### src/sv/rc4_pkg.sv
// Shared constants and controller/datapath interface types for the RC4 block.
package rc4_pkg;

  localparam int TABLE_SIZE        = 256;
  localparam int DEF_MAX_KEY_BYTES = 256;
  localparam int KEY_LEN_W         = 9;
  localparam logic [KEY_LEN_W-1:0] KEY_LEN_RESET = 9'd16;

  // command codes carried in s_tuser
  localparam logic [1:0] CMD_LOAD_KEY = 2'd0;
  localparam logic [1:0] CMD_SCHEDULE = 2'd1;
  localparam logic [1:0] CMD_CRYPT    = 2'd2;

  // datapath operations issued by the controller
  localparam int OP_W = 4;
  localparam logic [OP_W-1:0] OP_NONE     = 4'd0;
  localparam logic [OP_W-1:0] OP_LOAD_KEY = 4'd1;
  localparam logic [OP_W-1:0] OP_SCH_INIT = 4'd2;
  localparam logic [OP_W-1:0] OP_SCH_RD   = 4'd3;
  localparam logic [OP_W-1:0] OP_SCH_J    = 4'd4;
  localparam logic [OP_W-1:0] OP_SCH_WK   = 4'd5;
  localparam logic [OP_W-1:0] OP_SCH_WJ   = 4'd6;
  localparam logic [OP_W-1:0] OP_CR_RI    = 4'd7;
  localparam logic [OP_W-1:0] OP_CR_J     = 4'd8;
  localparam logic [OP_W-1:0] OP_CR_T     = 4'd9;
  localparam logic [OP_W-1:0] OP_CR_WJ    = 4'd10;

  typedef struct packed {
    logic [OP_W-1:0] op;
  } dp_cmd_t;

  typedef struct packed {
    logic sch_last;   // schedule step counter at its final step
    logic out_stall;  // result register full and not being taken
  } dp_status_t;

endpackage

### src/sv/rc4_ctrl.sv
// Sequencer for key load, key scheduling and crypt transactions.
module rc4_ctrl
  import rc4_pkg::*;
(
  input  logic       clk,
  input  logic       rst,
  input  logic       s_tvalid,
  output logic       s_tready,
  input  logic [1:0] s_tuser,
  input  dp_status_t status,
  output dp_cmd_t    cmd
);

  localparam logic [2:0] ST_IDLE   = 3'd0;
  localparam logic [2:0] ST_SCH_RD = 3'd1;
  localparam logic [2:0] ST_SCH_J  = 3'd2;
  localparam logic [2:0] ST_SCH_WK = 3'd3;
  localparam logic [2:0] ST_SCH_WJ = 3'd4;
  localparam logic [2:0] ST_CR_J   = 3'd5;
  localparam logic [2:0] ST_CR_T   = 3'd6;
  localparam logic [2:0] ST_CR_WJ  = 3'd7;

  logic [2:0] state;
  logic [2:0] state_next;

  assign s_tready = (state == ST_IDLE);

  always_comb begin
    state_next = state;
    cmd.op     = OP_NONE;
    case (state)
      ST_IDLE: begin
        if (s_tvalid) begin
          case (s_tuser)
            CMD_LOAD_KEY: cmd.op = OP_LOAD_KEY;
            CMD_SCHEDULE: begin
              cmd.op     = OP_SCH_INIT;
              state_next = ST_SCH_RD;
            end
            CMD_CRYPT: begin
              cmd.op     = OP_CR_RI;
              state_next = ST_CR_J;
            end
            default: cmd.op = OP_NONE;
          endcase
        end
      end
      ST_SCH_RD: begin
        cmd.op     = OP_SCH_RD;
        state_next = ST_SCH_J;
      end
      ST_SCH_J: begin
        cmd.op     = OP_SCH_J;
        state_next = ST_SCH_WK;
      end
      ST_SCH_WK: begin
        cmd.op     = OP_SCH_WK;
        state_next = ST_SCH_WJ;
      end
      ST_SCH_WJ: begin
        cmd.op     = OP_SCH_WJ;
        state_next = status.sch_last ? ST_IDLE : ST_SCH_RD;
      end
      ST_CR_J: begin
        cmd.op     = OP_CR_J;
        state_next = ST_CR_T;
      end
      ST_CR_T: begin
        cmd.op     = OP_CR_T;
        state_next = ST_CR_WJ;
      end
      ST_CR_WJ: begin
        // hold here until the result register can take the byte
        if (!status.out_stall) begin
          cmd.op     = OP_CR_WJ;
          state_next = ST_IDLE;
        end
      end
      default: state_next = ST_IDLE;
    endcase
  end

  always_ff @(posedge clk) begin
    if (rst) begin
      state <= ST_IDLE;
    end else begin
      state <= state_next;
    end
  end

endmodule

### config.mk
export PLATFORM = sky130hd
export DESIGN_NAME = rc4_ctrl
export DESIGN_NICKNAME = d
export VERILOG_FILES = /design/src/sv/rc4_pkg.sv /design/src/sv/rc4_ctrl.sv
export SDC_FILE = /design/constraint.sdc
export NUM_CORES = 1
export LEC_CHECK = 0
export BUFFER_PORTS_ARGS = -buffer_cell sky130_fd_sc_hd__buf_2
export CORE_AREA = 2 2 39 41
export DETAILED_ROUTE_END_ITERATION = 8
export DIE_AREA = 0 0 41 43
export PLACE_DENSITY = 0.56
export SYNTH_ARGS = -nofsm -noshare
export SYNTH_HDL_FRONTEND = slang
export SYNTH_SLANG_ARGS = --single-unit
### constraint.sdc
create_clock -name clk -period 2.3 [get_ports clk]
set_input_delay 0.46 -clock clk [delete_from_list [all_inputs] [get_ports clk]]
set_output_delay 0.46 -clock clk [all_outputs]
set_load 0.01 [all_outputs]
==> impl_metrics.tcl <==
set metrics [dict create \
    top_usage_layer "met2" \
    grt_use_met3_pct 6.28 \
    wl_per_cell_um 10.5 \
    grt_setup_unrepaired "no" \
    gp_congestion 0.765 \
    grt_use_met1_pct 15.7 \
    r2r_start "state[0]" \
    hold_start "state[1]" \
    antenna_found_initial 0 \
    synth_ff_type "dfxtp_1" \
    synth-seq-cells 3 \
    cts-root-buf "clkbuf_4" \
    setup_viol 0 \
    io_buffers 11 \
    cp-end-kind "output port" \
    netlist_instances 56 \
    top_level_ports 12 \
    hold_end "state[1]" \
    insertion_delay_ns 0.23 \
    drtIter0Drc 2 \
    nets 86 \
    drcViolationCount 0 \
    vdd_drop_max_mv 0.523 \
    max_cap_violations 0 \
    grt_pass1_vias 402 \
    clock_skew_ns 0.000393 \
    clockPowerShare_pct 12.7 \
    route.detailed.vias_per_inst 5.01 \
    setup.worst_path.class "reg -> out" \
    design.core.area_sq_um 1380 \
    hp-class "reg -> reg" \
    p_seq_share_pct 17.9 \
    dp_hpwl_um 717 \
    yosys-top-cells-count "9 x ha_1, 7 x inv_1, 5 x nor2_1" \
    synth_warnings 0 \
    routed_wl_um 895 \
    ys_types 28 \
    drive_gt1_share_pct 33.3 \
    ant_nets 0 \
    synth_edf_count 0 \
    cts_buffer_depth 2 \
    post-place-cells 81 \
    fin_cells 85 \
    cp.arrival_ns 1.74 \
    rows 14 \
    switching_share_pct 45.7 \
    synth_area_leader_cell "ha_1" \
    die_h_um 43 \
    period_needed_ns 2.20 \
    p_comb_share_pct 69.5 \
    vias 426 \
    cts_max_level 1 \
    start_util_pct 32.6 \
    synthTopCellsByArea "ha_1 25%, dfxtp_1 13%, inv_1 5.8%, nand2b_1 4.2%, nor2_1 4.2%" \
    grt_start_max_net_pins 14 \
    grt_usage_pct 12.5 \
    synth_nets 72 \
    reg_top3 "state x3" \
    drt-pass1-iter-count 2 \
    pwr_density_cell_nw_per_um2 1250 \
    synth_most_common_cell "ha_1" \
    critical_path.max_fanout 6 \
    status "completed" \
    holdPathStages 2 \
    slew_violations 0 \
    worst_pin_slew_ns 0.388 \
    worst_ep_required_time_ns 1.84 \
    path_clk_slew_ns 0.03 \
    p_int_w 0.000386 \
    seq_area_frac_synth_pct 13.3 \
    synth_area_sq_um 452 \
    cts_buffers 3 \
    largest_reg_flops 3 \
    whs_ns 0.508 \
    clock_sinks 3 \
    start_kind "flip-flop" \
    overflow 0 \
    p_switching_w 0.000325 \
    fmax_ghz 0.454 \
    reg2reg_slack_ns 0.86 \
    r2r_end "state[2]" \
    largest_register "state" \
    syn2layout_area_growth_pct 25.5 \
    fill_cells 145 \
    tritoncts "built" \
    maxSlewHeadroom_pct 74.1 \
    reg2reg_depth 5 \
    fin_tns_setup_ns 0 \
    met2_usage_pct 20.0 \
    n_antenna_cell 0 \
    multi_input_area_sq_um 377 \
    grt_pass1_wl_um 1560 \
    p_leak_nw 0.261 \
    syn_avg_cell_area_sq_um 8.07 \
    die-area_sq_um 1760 \
    power_w 0.000711 \
    hold_violations 0 \
    async_flop_share_pct 0 \
    fin_crit_sh_pct 95.8 \
    register_area_sq_um 62.6 \
    hold_buffers 0 \
    dieWidth_um 41 \
    yosysTopAreaCellShare_pct 24.9 \
]
==> stage by stage <==
stage,util [%],setup WS (ns),cell area (sq um)
4_1_cts,39.2,0.0137,543
3_5_place_dp,36.9,0.201,510
5_1_grt,41.0,0.00880,567
6_report,41.0,0.0959,567
3_3_place_gp,36.9,0.232,510
2_1_floorplan,-,0.394,452
==> what timing repair did <==
item                                   in CTS  in global routing
endpoints found under the hold margin       0                  0
setup endpoints to repair                   1                  1
buffers inserted                            0                  0
gates resized for setup                     3                  6
==> cells by family after synthesis <==
family                     synth area share, %
AOI/OAI and AO/OA                         26.9
and+or+nand+nor                           23.3
adders and majority gates                 24.9
DFF                                       13.3
buffers and inverters                     9.42
muxes                                     2.22
==> power groups by stage <==
stage	Sequential, W	Combinational, W	Clock, W
global placement	0.000116	0.000455	0
global route	0.000134	0.000557	0.000101
floorplan	0.0000942	0.000359	0
finish	0.000127	0.000494	0.0000899
detailed placement	0.000116	0.000450	0
CTS	0.000117	0.000460	0.0000953
==> cell usage in the layout, fill, tap and decap left out, drive strengths merged, types with 3 or more instances in the layout <==
master,count
buf,11
ha,9
inv,7
nor2,5
clkbuf,4
nor3,3
nand2b,3
dfxtp,3
==> worst max-delay path: stages (launching register included) <==
cell	delay, ns
dfxtp_2	0.35
inv_2	0.07
ha_4	0.18
or3_1	0.38
o311ai_2	0.22
o41a_1	0.19
buf_2	0.13
==> metal layers <==
layer	part of all wire [%]	up-vias	wire length, um
li1	-	231	-
met1	51	187	459
met2	44	8	397
met3	4.4	0	39
met4	0	0	0
met5	0	-	0
==> area by class of cell <==
cell class                 count  area share, %
sequential                     3           11.0
tap                           16           3.53
clock buffer                   4           4.64
inverter                       7           4.64
multi-input combinational     44           66.4
timing repair buffer          11           9.71
==> worst max-delay path by stage <==
stage,startpoint,to,slack (ns),depth (start not counted)
after floorplan,state[0],cmd[0],0.39,5
after global placement,state[0],cmd[0],0.23,6
after detailed placement,state[1],cmd[0],0.20,6
after CTS,state[0],cmd[0],0.01,6
after global routing,state[1],cmd[0],0.009,6
final,state[1],cmd[0],0.1,6
No activity file was read; power rests on OpenSTA's default activity.
